**config.mk**
```make
export PLATFORM = sky130hd
export DESIGN_NAME = slip_deframer_crc_packet_check_flat
export DESIGN_NICKNAME = d
export VERILOG_FILES = /design/src/sdc_pkg.sv /design/src/sdc_in_if.sv /design/src/sdc_out_if.sv /design/src/sdc_ram.sv /design/src/sdc_frame_upd.sv /design/src/slip_deframer_crc_packet_check.sv /design/src/flat_wrapper.sv
export SDC_FILE = /design/constraint.sdc
export NUM_CORES = 1
export LEC_CHECK = 0
export BUFFER_PORTS_ARGS = -buffer_cell sky130_fd_sc_hd__buf_2
export CORE_MARGIN = 5
export CORE_UTILIZATION = 50
export CTS_CLUSTER_DIAMETER = 80
export DETAILED_ROUTE_END_ITERATION = 16
export GPL_TIMING_DRIVEN = 0
export PLACE_DENSITY = 0.66
export RECOVER_POWER = 25
export SLEW_MARGIN = 20
export SYNTH_ARGS = -nofsm -noshare
export SYNTH_HDL_FRONTEND = slang
export SYNTH_SLANG_ARGS = --single-unit
```
**constraint.sdc**
```tcl
create_clock -name clk -period 9.2 [get_ports clk]
set_input_delay 1.38 -clock clk [delete_from_list [all_inputs] [get_ports clk]]
set_output_delay 1.38 -clock clk [all_outputs]
set_load 0.01 [all_outputs]
```
**src/sdc_pkg.sv**
```systemverilog
// sdc_pkg: constants, types and the CRC-32 byte update for the SLIP deframer.
// Used by sdc_frame_upd, slip_deframer_crc_packet_check and sdc_checker; depends on nothing.
package sdc_pkg;

	localparam int unsigned MAX_FRAME       = 512;
	localparam int unsigned NUM_DESCRIPTORS = 4;
	localparam int unsigned NUM_CHANNELS    = 2;
	localparam int unsigned MAX_REPORT      = 64;

	localparam int unsigned CNT_W = $clog2(MAX_FRAME + 1);
	localparam int unsigned CH_W  = 1;

	localparam logic [7:0] SLIP_END      = 8'o300;
	localparam logic [7:0] SLIP_ESC      = 8'o333;
	localparam logic [7:0] SLIP_ESC_END  = 8'o334;
	localparam logic [7:0] SLIP_ESC_ESC  = 8'o335;
	localparam logic [7:0] PROTO_VERSION = 8'd1;
	localparam logic [31:0] CRC_POLY     = 32'hEDB8_8320;

	typedef enum logic {
		KIND_DATA    = 1'b0,
		KIND_VERDICT = 1'b1
	} kind_t;

	typedef enum logic [2:0] {
		VERD_OK       = 3'd0,
		VERD_NEW_DESC = 3'd1,
		VERD_CRC      = 3'd2,
		VERD_RUNT     = 3'd3,
		VERD_NO_HDR   = 3'd4,
		VERD_REJECT   = 3'd5,
		VERD_OVERLONG = 3'd6
	} verdict_t;

	// per-channel state word held in the state RAM
	typedef struct packed {
		logic             esc;
		logic [CNT_W-1:0] cnt;
		logic [31:0]      crc;
		logic [31:0]      hold;
		logic [31:0]      hdr;
		logic             ovl;
	} chan_state_t;

	localparam chan_state_t CHAN_RESET = '{
		esc:  1'b0,
		cnt:  '0,
		crc:  32'hFFFF_FFFF,
		hold: 32'h0,
		hdr:  32'h0,
		ovl:  1'b0
	};

	// result of one state update
	typedef struct packed {
		logic        emit;
		kind_t       kind;
		logic [7:0]  data;
		verdict_t    verdict;
		logic [7:0]  rid;
		logic [7:0]  desc;
		logic [6:0]  plen;
	} upd_res_t;

	// reflected CRC-32, one byte, bit at a time
	function automatic logic [31:0] crc_byte(input logic [31:0] crc, input logic [7:0] b);
		logic [31:0] c;
		c = crc ^ {24'h0, b};
		for (int i = 0; i < 8; i++) begin
			c = c[0] ? ((c >> 1) ^ CRC_POLY) : (c >> 1);
		end
		return c;
	endfunction

endpackage

```
**src/sdc_in_if.sv**
```systemverilog
// sdc_in_if: valid/ready channel carrying one received serial byte.
// Depends on nothing.
interface sdc_in_if;
	logic       valid;
	logic       ready;
	logic [7:0] byte_in;
	logic       channel;

	modport source (output valid, output byte_in, output channel, input ready);
	modport sink   (input valid, input byte_in, input channel, output ready);
endinterface

```
**src/sdc_out_if.sv**
```systemverilog
// sdc_out_if: valid/ready channel carrying one deframer result.
// Depends on nothing.
interface sdc_out_if;
	logic       valid;
	logic       ready;
	logic       result_kind;
	logic       out_channel;
	logic [7:0] data_byte;
	logic [2:0] verdict;
	logic [7:0] rep_id;
	logic [7:0] frame_descriptor;
	logic [6:0] payload_length;

	modport source (output valid, output result_kind, output out_channel, output data_byte,
		output verdict, output rep_id, output frame_descriptor, output payload_length,
		input ready);
	modport sink   (input valid, input result_kind, input out_channel, input data_byte,
		input verdict, input rep_id, input frame_descriptor, input payload_length,
		output ready);
endinterface

```
**src/sdc_ram.sv**
```systemverilog
// sdc_ram: generic single-write, single-read RAM with registered read data.
// Depends on nothing.
module sdc_ram #(
	parameter int unsigned WIDTH = 8,
	parameter int unsigned DEPTH = 2
) (
	input  logic                                    clk,
	input  logic                                    wr_en,
	input  logic [(DEPTH > 1 ? $clog2(DEPTH) : 1)-1:0] wr_addr,
	input  logic [WIDTH-1:0]                        wr_data,
	input  logic                                    rd_en,
	input  logic [(DEPTH > 1 ? $clog2(DEPTH) : 1)-1:0] rd_addr,
	output logic [WIDTH-1:0]                        rd_data
);
	logic [WIDTH-1:0] mem_q [DEPTH];

	always_ff @(posedge clk) begin
		if (wr_en) begin
			mem_q[wr_addr] <= wr_data;
		end
		if (rd_en) begin
			rd_data <= mem_q[rd_addr];
		end
	end
endmodule

```
**src/sdc_frame_upd.sv**
```systemverilog
// sdc_frame_upd: read-modify-write step on one channel's state for one byte.
// Depends on sdc_pkg.
module sdc_frame_upd
	import sdc_pkg::*;
(
	input  chan_state_t cur,
	input  logic [7:0]  byte_in,
	input  logic [1:0]  cur_desc,
	output chan_state_t nxt,
	output upd_res_t    res
);
	logic             push;
	logic [7:0]       d;
	logic [7:0]       old;
	logic [CNT_W-1:0] idx;
	logic [CNT_W-1:0] len;
	logic             have_hdr;
	logic [7:0]       h_ver, h_desc, h_len, h_rid;

	assign old    = cur.hold[7:0];
	assign idx    = cur.cnt - CNT_W'(4);
	assign len    = cur.cnt - CNT_W'(8);
	assign h_ver  = cur.hdr[7:0];
	assign h_desc = cur.hdr[15:8];
	assign h_len  = cur.hdr[23:16];
	assign h_rid  = cur.hdr[31:24];
	assign have_hdr = 32'(cur.cnt) >= 32'd8;

	always_comb begin
		nxt  = cur;
		res  = '0;
		push = 1'b0;
		d    = byte_in;

		if (cur.esc) begin
			nxt.esc = 1'b0;
			push    = 1'b1;
			if (byte_in == SLIP_ESC_END) begin
				d = SLIP_END;
			end else if (byte_in == SLIP_ESC_ESC) begin
				d = SLIP_ESC;
			end
		end else if (byte_in == SLIP_END) begin
			res.emit = 1'b1;
			res.kind = KIND_VERDICT;
			if (cur.ovl) begin
				res.verdict = VERD_OVERLONG;
			end else if (32'(cur.cnt) <= 32'd4) begin
				res.verdict = VERD_RUNT;
			end else if (~cur.crc != cur.hold) begin
				res.verdict = VERD_CRC;
			end else if (!have_hdr) begin
				res.verdict = VERD_NO_HDR;
			end else if (h_ver != PROTO_VERSION || 32'(h_len) != 32'(len)
				|| 32'(len) > MAX_REPORT || 32'(h_desc) >= NUM_DESCRIPTORS
				|| (h_rid == 8'd0 && 32'(len) >= MAX_REPORT)) begin
				res.verdict = VERD_REJECT;
			end else begin
				res.verdict = (h_desc != {6'd0, cur_desc}) ? VERD_NEW_DESC : VERD_OK;
				res.plen    = len[6:0];
			end
			if (have_hdr) begin
				res.rid  = h_rid;
				res.desc = h_desc;
			end
			nxt = CHAN_RESET;
		end else if (byte_in == SLIP_ESC) begin
			nxt.esc = 1'b1;
		end else begin
			push = 1'b1;
		end

		if (push) begin
			if (32'(cur.cnt) >= MAX_FRAME) begin
				// frame full: drop the byte, remember it
				nxt.ovl = 1'b1;
			end else begin
				if (32'(cur.cnt) >= 32'd4) begin
					nxt.crc = crc_byte(cur.crc, old);
					if (32'(idx) < 32'd4) begin
						nxt.hdr = cur.hdr | (32'(old) << {idx[1:0], 3'b000});
					end
					res.emit = 1'b1;
					res.kind = KIND_DATA;
					res.data = old;
				end
				nxt.hold = {d, cur.hold[31:8]};
				nxt.cnt  = cur.cnt + CNT_W'(1);
			end
		end
	end
endmodule

```
**src/slip_deframer_crc_packet_check.sv**
```systemverilog
// slip_deframer_crc_packet_check: top level of the SLIP deframer with CRC-32 and header check.
// Depends on sdc_pkg, sdc_in_if, sdc_out_if, sdc_ram and sdc_frame_upd.
//
//  port      | dir  | transaction
//  ----------+------+------------------------------------------------------
//  rx        | in   | one raw serial byte plus its channel number
//  res       | out  | one decoded data byte or one end-of-frame verdict
//  cfg_wr_*  | in   | write of current_descriptor, taken on any cycle with cfg_wr_en
//
//  One byte per cycle sustained while res is not stalled, one result at most per byte. The
//  result is registered: state RAM read at the accepting edge, then update, write-back
//  and output register load when the update stage advances.
//  Same-channel bytes in consecutive cycles use the forwarded write-back word.
//  After reset each channel's RAM entry reads as the cleared state until first
//  written (one valid flop per channel); no clearing pass, ready straight away.
//  rx stalls only while a result sits in the update stage and the output
//  register holds an untaken result.
module slip_deframer_crc_packet_check
	import sdc_pkg::*;
(
	input  logic             clk,
	input  logic             arst_n,
	input  logic             cfg_wr_en,
	input  logic [1:0]       cfg_wr_data,
	sdc_in_if.sink           rx,
	sdc_out_if.source        res
);
	localparam int unsigned SW = $bits(chan_state_t);

	logic [1:0] cur_desc_q;

	// update stage
	logic             s1_valid_q;
	logic [7:0]       byte_s1;
	logic [CH_W-1:0]  ch_s1;
	logic             fwd_hit_s1;
	chan_state_t      fwd_st_s1;
	logic             vld_s1;

	logic [NUM_CHANNELS-1:0] vld_q;     // entry has been written since reset

	logic [SW-1:0] ram_rd;
	chan_state_t   cur_st;
	chan_state_t   nxt_st;
	upd_res_t      upd;

	logic out_valid_q;
	logic out_free;
	logic s1_go;
	logic accept;
	logic in_range_s1;
	logic wr_en;

	// output register payload
	logic       kind_q;
	logic       och_q;
	logic [7:0] data_q;
	logic [2:0] verdict_q;
	logic [7:0] rid_q;
	logic [7:0] desc_q;
	logic [6:0] plen_q;

	assign in_range_s1 = 32'(ch_s1) < NUM_CHANNELS;
	assign out_free = !out_valid_q || res.ready;
	// stage frees if empty, has nothing to show, or output register has room
	assign s1_go    = !s1_valid_q || !(upd.emit && in_range_s1) || out_free;
	assign rx.ready = s1_go;
	assign accept   = rx.valid && rx.ready;
	assign wr_en    = s1_valid_q && s1_go && in_range_s1;

	sdc_ram #(
		.WIDTH (SW),
		.DEPTH (NUM_CHANNELS)
	) u_state_ram (
		.clk     (clk),
		.wr_en   (wr_en),
		.wr_addr (ch_s1),
		.wr_data (nxt_st),
		.rd_en   (accept),
		.rd_addr (rx.channel),
		.rd_data (ram_rd)
	);

	// pick forwarded word, RAM word, or cleared state for unwritten entries
	always_comb begin
		if (fwd_hit_s1) begin
			cur_st = fwd_st_s1;
		end else if (vld_s1) begin
			cur_st = chan_state_t'(ram_rd);
		end else begin
			cur_st = CHAN_RESET;
		end
	end

	sdc_frame_upd u_upd (
		.cur      (cur_st),
		.byte_in  (byte_s1),
		.cur_desc (cur_desc_q),
		.nxt      (nxt_st),
		.res      (upd)
	);

	always_ff @(posedge clk or negedge arst_n) begin
		if (!arst_n) begin
			cur_desc_q <= 2'd2;
		end else if (cfg_wr_en) begin
			cur_desc_q <= cfg_wr_data;
		end
	end

	always_ff @(posedge clk or negedge arst_n) begin
		if (!arst_n) begin
			vld_q <= '0;
		end else if (wr_en) begin
			vld_q[ch_s1] <= 1'b1;
		end
	end

	always_ff @(posedge clk or negedge arst_n) begin
		if (!arst_n) begin
			s1_valid_q <= 1'b0;
		end else if (accept) begin
			s1_valid_q <= 1'b1;
		end else if (s1_go) begin
			s1_valid_q <= 1'b0;
		end
	end

	// stage payload; forward hit when this edge's write-back hits the entry being read
	always_ff @(posedge clk) begin
		if (accept) begin
			byte_s1    <= rx.byte_in;
			ch_s1      <= rx.channel;
			fwd_hit_s1 <= wr_en && (ch_s1 == rx.channel);
			fwd_st_s1  <= nxt_st;
			vld_s1     <= vld_q[rx.channel];
		end
	end

	always_ff @(posedge clk or negedge arst_n) begin
		if (!arst_n) begin
			out_valid_q <= 1'b0;
		end else if (wr_en && upd.emit) begin
			out_valid_q <= 1'b1;
		end else if (res.ready) begin
			out_valid_q <= 1'b0;
		end
	end

	always_ff @(posedge clk) begin
		if (wr_en && upd.emit) begin
			kind_q    <= upd.kind;
			och_q     <= ch_s1;
			data_q    <= upd.data;
			verdict_q <= upd.verdict;
			rid_q     <= upd.rid;
			desc_q    <= upd.desc;
			plen_q    <= upd.plen;
		end
	end

	assign res.valid            = out_valid_q;
	assign res.result_kind      = kind_q;
	assign res.out_channel      = och_q;
	assign res.data_byte        = data_q;
	assign res.verdict          = verdict_q;
	assign res.rep_id           = rid_q;
	assign res.frame_descriptor = desc_q;
	assign res.payload_length   = plen_q;
endmodule

```
**src/flat_wrapper.sv**
```systemverilog
// flat-port wrapper written by rule: the top's interface ports become plain ports
module slip_deframer_crc_packet_check_flat import sdc_pkg::*;
  (clk, arst_n, cfg_wr_en, cfg_wr_data, rx_valid, rx_byte_in, rx_channel, rx_ready, res_valid, res_result_kind, res_out_channel, res_data_byte, res_verdict, res_rep_id, res_frame_descriptor, res_payload_length, res_ready);
  sdc_in_if rx_i ();
  sdc_out_if res_i ();
  input  logic clk;
  input  logic arst_n;
  input  logic cfg_wr_en;
  input  logic [1:0] cfg_wr_data;
  input wire logic [$bits(rx_i.valid)-1:0] rx_valid;
  input wire logic [$bits(rx_i.byte_in)-1:0] rx_byte_in;
  input wire logic [$bits(rx_i.channel)-1:0] rx_channel;
  output wire logic [$bits(rx_i.ready)-1:0] rx_ready;
  output wire logic [$bits(res_i.valid)-1:0] res_valid;
  output wire logic [$bits(res_i.result_kind)-1:0] res_result_kind;
  output wire logic [$bits(res_i.out_channel)-1:0] res_out_channel;
  output wire logic [$bits(res_i.data_byte)-1:0] res_data_byte;
  output wire logic [$bits(res_i.verdict)-1:0] res_verdict;
  output wire logic [$bits(res_i.rep_id)-1:0] res_rep_id;
  output wire logic [$bits(res_i.frame_descriptor)-1:0] res_frame_descriptor;
  output wire logic [$bits(res_i.payload_length)-1:0] res_payload_length;
  input wire logic [$bits(res_i.ready)-1:0] res_ready;
  assign rx_i.valid = rx_valid;
  assign rx_i.byte_in = rx_byte_in;
  assign rx_i.channel = rx_channel;
  assign rx_ready = rx_i.ready;
  assign res_valid = res_i.valid;
  assign res_result_kind = res_i.result_kind;
  assign res_out_channel = res_i.out_channel;
  assign res_data_byte = res_i.data_byte;
  assign res_verdict = res_i.verdict;
  assign res_rep_id = res_i.rep_id;
  assign res_frame_descriptor = res_i.frame_descriptor;
  assign res_payload_length = res_i.payload_length;
  assign res_i.ready = res_ready;
  slip_deframer_crc_packet_check u_core (.clk(clk), .arst_n(arst_n), .cfg_wr_en(cfg_wr_en), .cfg_wr_data(cfg_wr_data), .rx(rx_i), .res(res_i));
endmodule
```
==> reports/qor.yml <==
insertion_delay_ns: 0.62
top_level_ports: 54
fin_crit_sh_pct: 70.4
path_common_cell: "clkbuf_1"
syn_area_um2: 20700
required_ns: 9.61
cts_setup_buffers: 0
wl_met3_um: 6170
drt_first_pass_iters: 8
grt_use_total_pct: 24.7
pre_cts_ws_ns: 4.36
htree_levels: 2
row_count: 74
critPathLaunchType: "flip-flop"
grt_max_degree: 58
antennaDiodeCount: 0
highest_layer: "met4"
yosysSeqAreaShare_pct: 70.3
cts.clk_slew.worst_paths_ns: 0.06
grt_pass1_vias: 12900
violations: "capacitance limit, slew limit"
setup_slack_ns: 2.73
dpl.hpwl_um: 39600
skew_ns: 0.0270
drc_errors: 0
met1_length_um: 23100
syn_area_per_cell_um2: 15.3
wl_per_cell_um: 27.7
gp_congestion: 0.955
drtIter0Drc: 1844
p_leak_nw: 7.73
total_power_mw: 6.99
cts_root_buf: "clkbuf_16"
synthesis.nets: 1376
drt-total-wl_um: 56600
slowest_stage: "clkbuf_1"
die_width_um: 213
cts_sinks: 485
critPathBufInv: 7
hold_buffers: 0
cts_tree: "done"
cts-buffers-inserted: 49
yosysMostFrequentCell: "edfxtp_1"
portBuffers: 53
maxCapViolations: 1
synth_edf_count: 479
grt_first_pass_wirelength_um: 83000
synth_top_cell_by_area: "edfxtp_1"
fin_tns_setup_ns: 0
worstSetupPathType: "reg -> reg"
die_h_um: 213
powerDensity_nw_per_um2: 298
rsz0062_at_grt: "no"
crit_arrival_ns: 6.88
slew_headroom_pct: -0.855
synth_common_cells: "479 x edfxtp_1, 116 x nor2_1, 111 x mux2_2"
hold_viol: 0
ant_nets: 0
fill_cells: 3233
fmax_ghz: 0.154
status: "finished, violations left"
final_nets: 1493
crit_chain: "nor2b_1, clkbuf_1, clkbuf_1, clkbuf_1, clkbuf_1, clkbuf_1, clkbuf_1, clkbuf_1, a22oi_1, a21oi_1"
cts_resized: 0
drive_gt1_share_pct: 15.5
vdd.ir_drop.worst_v: 0.000184
hold_class: "reg -> reg"
critPathMaxFanout: 10
area_growth_pct: 13.3
multi_input_area_um2: 5790
synth_top_area_share_pct: 69.5
overflow: 0
vias: 13100
core_area_um2: 40900
viasPerCell: 6.42
antenna_found_initial: 0
cpPeakStageDelay_ns: 0.84
crit_family: "buffers and inverters"
syn_inst: 1355
worst_pin_slew_ns: 1.50
synth_warnings: 0
ys.flop_type: "edfxtp_1"
ys_types: 73
dr_wl_met2_um: 24900
fin_crit_ns: 6.47
setup_viol: 0
end_kind: "flip-flop"
start_util_pct: 50.5
synthTopCellsByArea: "edfxtp_1 70%, mux2_2 6.0%, xnor2_1 3.8%"
async_flop_share_pct: 1.24
seqCellArea_um2: 14500
synth_seq_cells: 485
drv_slew: 1
design.die.area_um2: 45500
cts_max_path_buffers: 3
[path summary, 6_finish.rpt]
path	depth (start not counted)	slack [ns]	startpoint	end
max in group asynchronous	1	8.28	arst_n	u_core.cur_desc_q[1]
setup / recovery	10	2.73	u_core.vld_s1	u_core.u_state_ram.mem_q[1][28]
min in group asynchronous	1	0.63	arst_n	u_core.res.valid
setup reg to reg	10	2.73	u_core.vld_s1	u_core.u_state_ram.mem_q[1][28]
hold / removal	1	0.47	u_core.vld_q[1]	u_core.vld_q[1]
hold reg to reg	1	0.47	u_core.vld_q[1]	u_core.vld_q[1]
[stage by stage]
stage / hold slack [ns] / util (%) / cells / area, um2
after CTS: 0.473 / 57.5 / 2045 / 23500
after global routing: 0.486 / 57.3 / 2045 / 23400
after global placement: 0.450 / 52.8 / 1940 / 21600
after detailed placement: 0.458 / 53.7 / 1953 / 22000
final: 0.470 / 57.3 / 2045 / 23400
after floorplan: 0.433 / - / 1355 / 20700
[state kept, by name, summed over array words and instances (netlist names)]
| signal | cells |
|---|---|
| u_core.res.verdict | 3 |
| u_core.res.data_byte | 8 |
| u_core.cur_desc_q | 2 |
| u_core.u_state_ram.rd_data | 108 |
| u_core.vld_s1 | 1 |
| u_core.byte_s1 | 8 |
| u_core.res.rep_id | 8 |
| u_core.res.out_channel | 1 |
| u_core.u_state_ram.mem_q | 216 |
| u_core.fwd_hit_s1 | 1 |
| u_core.s1_valid_q | 1 |
| u_core.res.payload_length | 7 |
| u_core.vld_q | 2 |
| u_core.fwd_st_s1 | 108 |
| u_core.res.valid | 1 |
| u_core.res.frame_descriptor | 8 |
| u_core.res.result_kind | 1 |
| u_core.ch_s1 | 1 |
[metal layers]
metal	global-route usage, %	vias up
li1	-	5560
met1	35.6	6528
met2	36.5	869
met3	6.13	167
met4	9.80	0
met5	0	-
[cell families (layout without fill, tap and decap cells)]
family	Yosys count	in the layout	share of synthesized area, %
buf+inv	86	244	1.75
flops	485	485	70.3
mux	111	111	6.04
xor+xnor	134	134	5.89
compound gates	299	299	10.3
fa+ha+maj	5	5	0.302
simple gates	235	235	5.40
[worst register-to-register path: cells and delay by family, from the launching register on]
family	cells	cell delay (ns)
flops	1	0.79
buf+inv	7	4.70
simple gates	1	0.22
compound gates	2	0.57
[layout by cell type, fill, tap and decap left out, types with 8 or more instances in the layout]
master,instances
and3_1,15
xnor2_1,89
buf_1,16
nor3_1,12
a221oi_1,24
a22o_1,9
buf_2,20
clkbuf_1,110
nor2_1,114
mux2_2,110
a21oi_1,45
o21ai_0,33
clkinv_2,8
o22ai_1,44
clkbuf_16,49
buf_16,8
nand3_1,9
edfxtp_1,479
nand2_1,29
nor4_1,14
xor2_1,40
a22oi_1,48
a31oi_1,22
clkinv_1,12
a211oi_1,28
[layout make-up]
class	count	share of cell area (%)
Clock inverter	28	1.21
Tap cell	532	2.84
Sequential cell	485	62.0
Inverter	7	0.112
Multi-Input combinational cell	784	24.7
Clock buffer	64	5.47
Timing Repair Buffer	66	2.29
Buffer	79	1.32
[where the power goes]
part | internal [mW] | switching (mW) | total, mW
combinational | 0.645 | 1.08 | 1.73
clock | 1.10 | 0.854 | 1.96
sequential | 3.08 | 0.228 | 3.31
total | 4.83 | 2.16 | 6.99
Note: power is estimated with default switching activity, not from simulation.
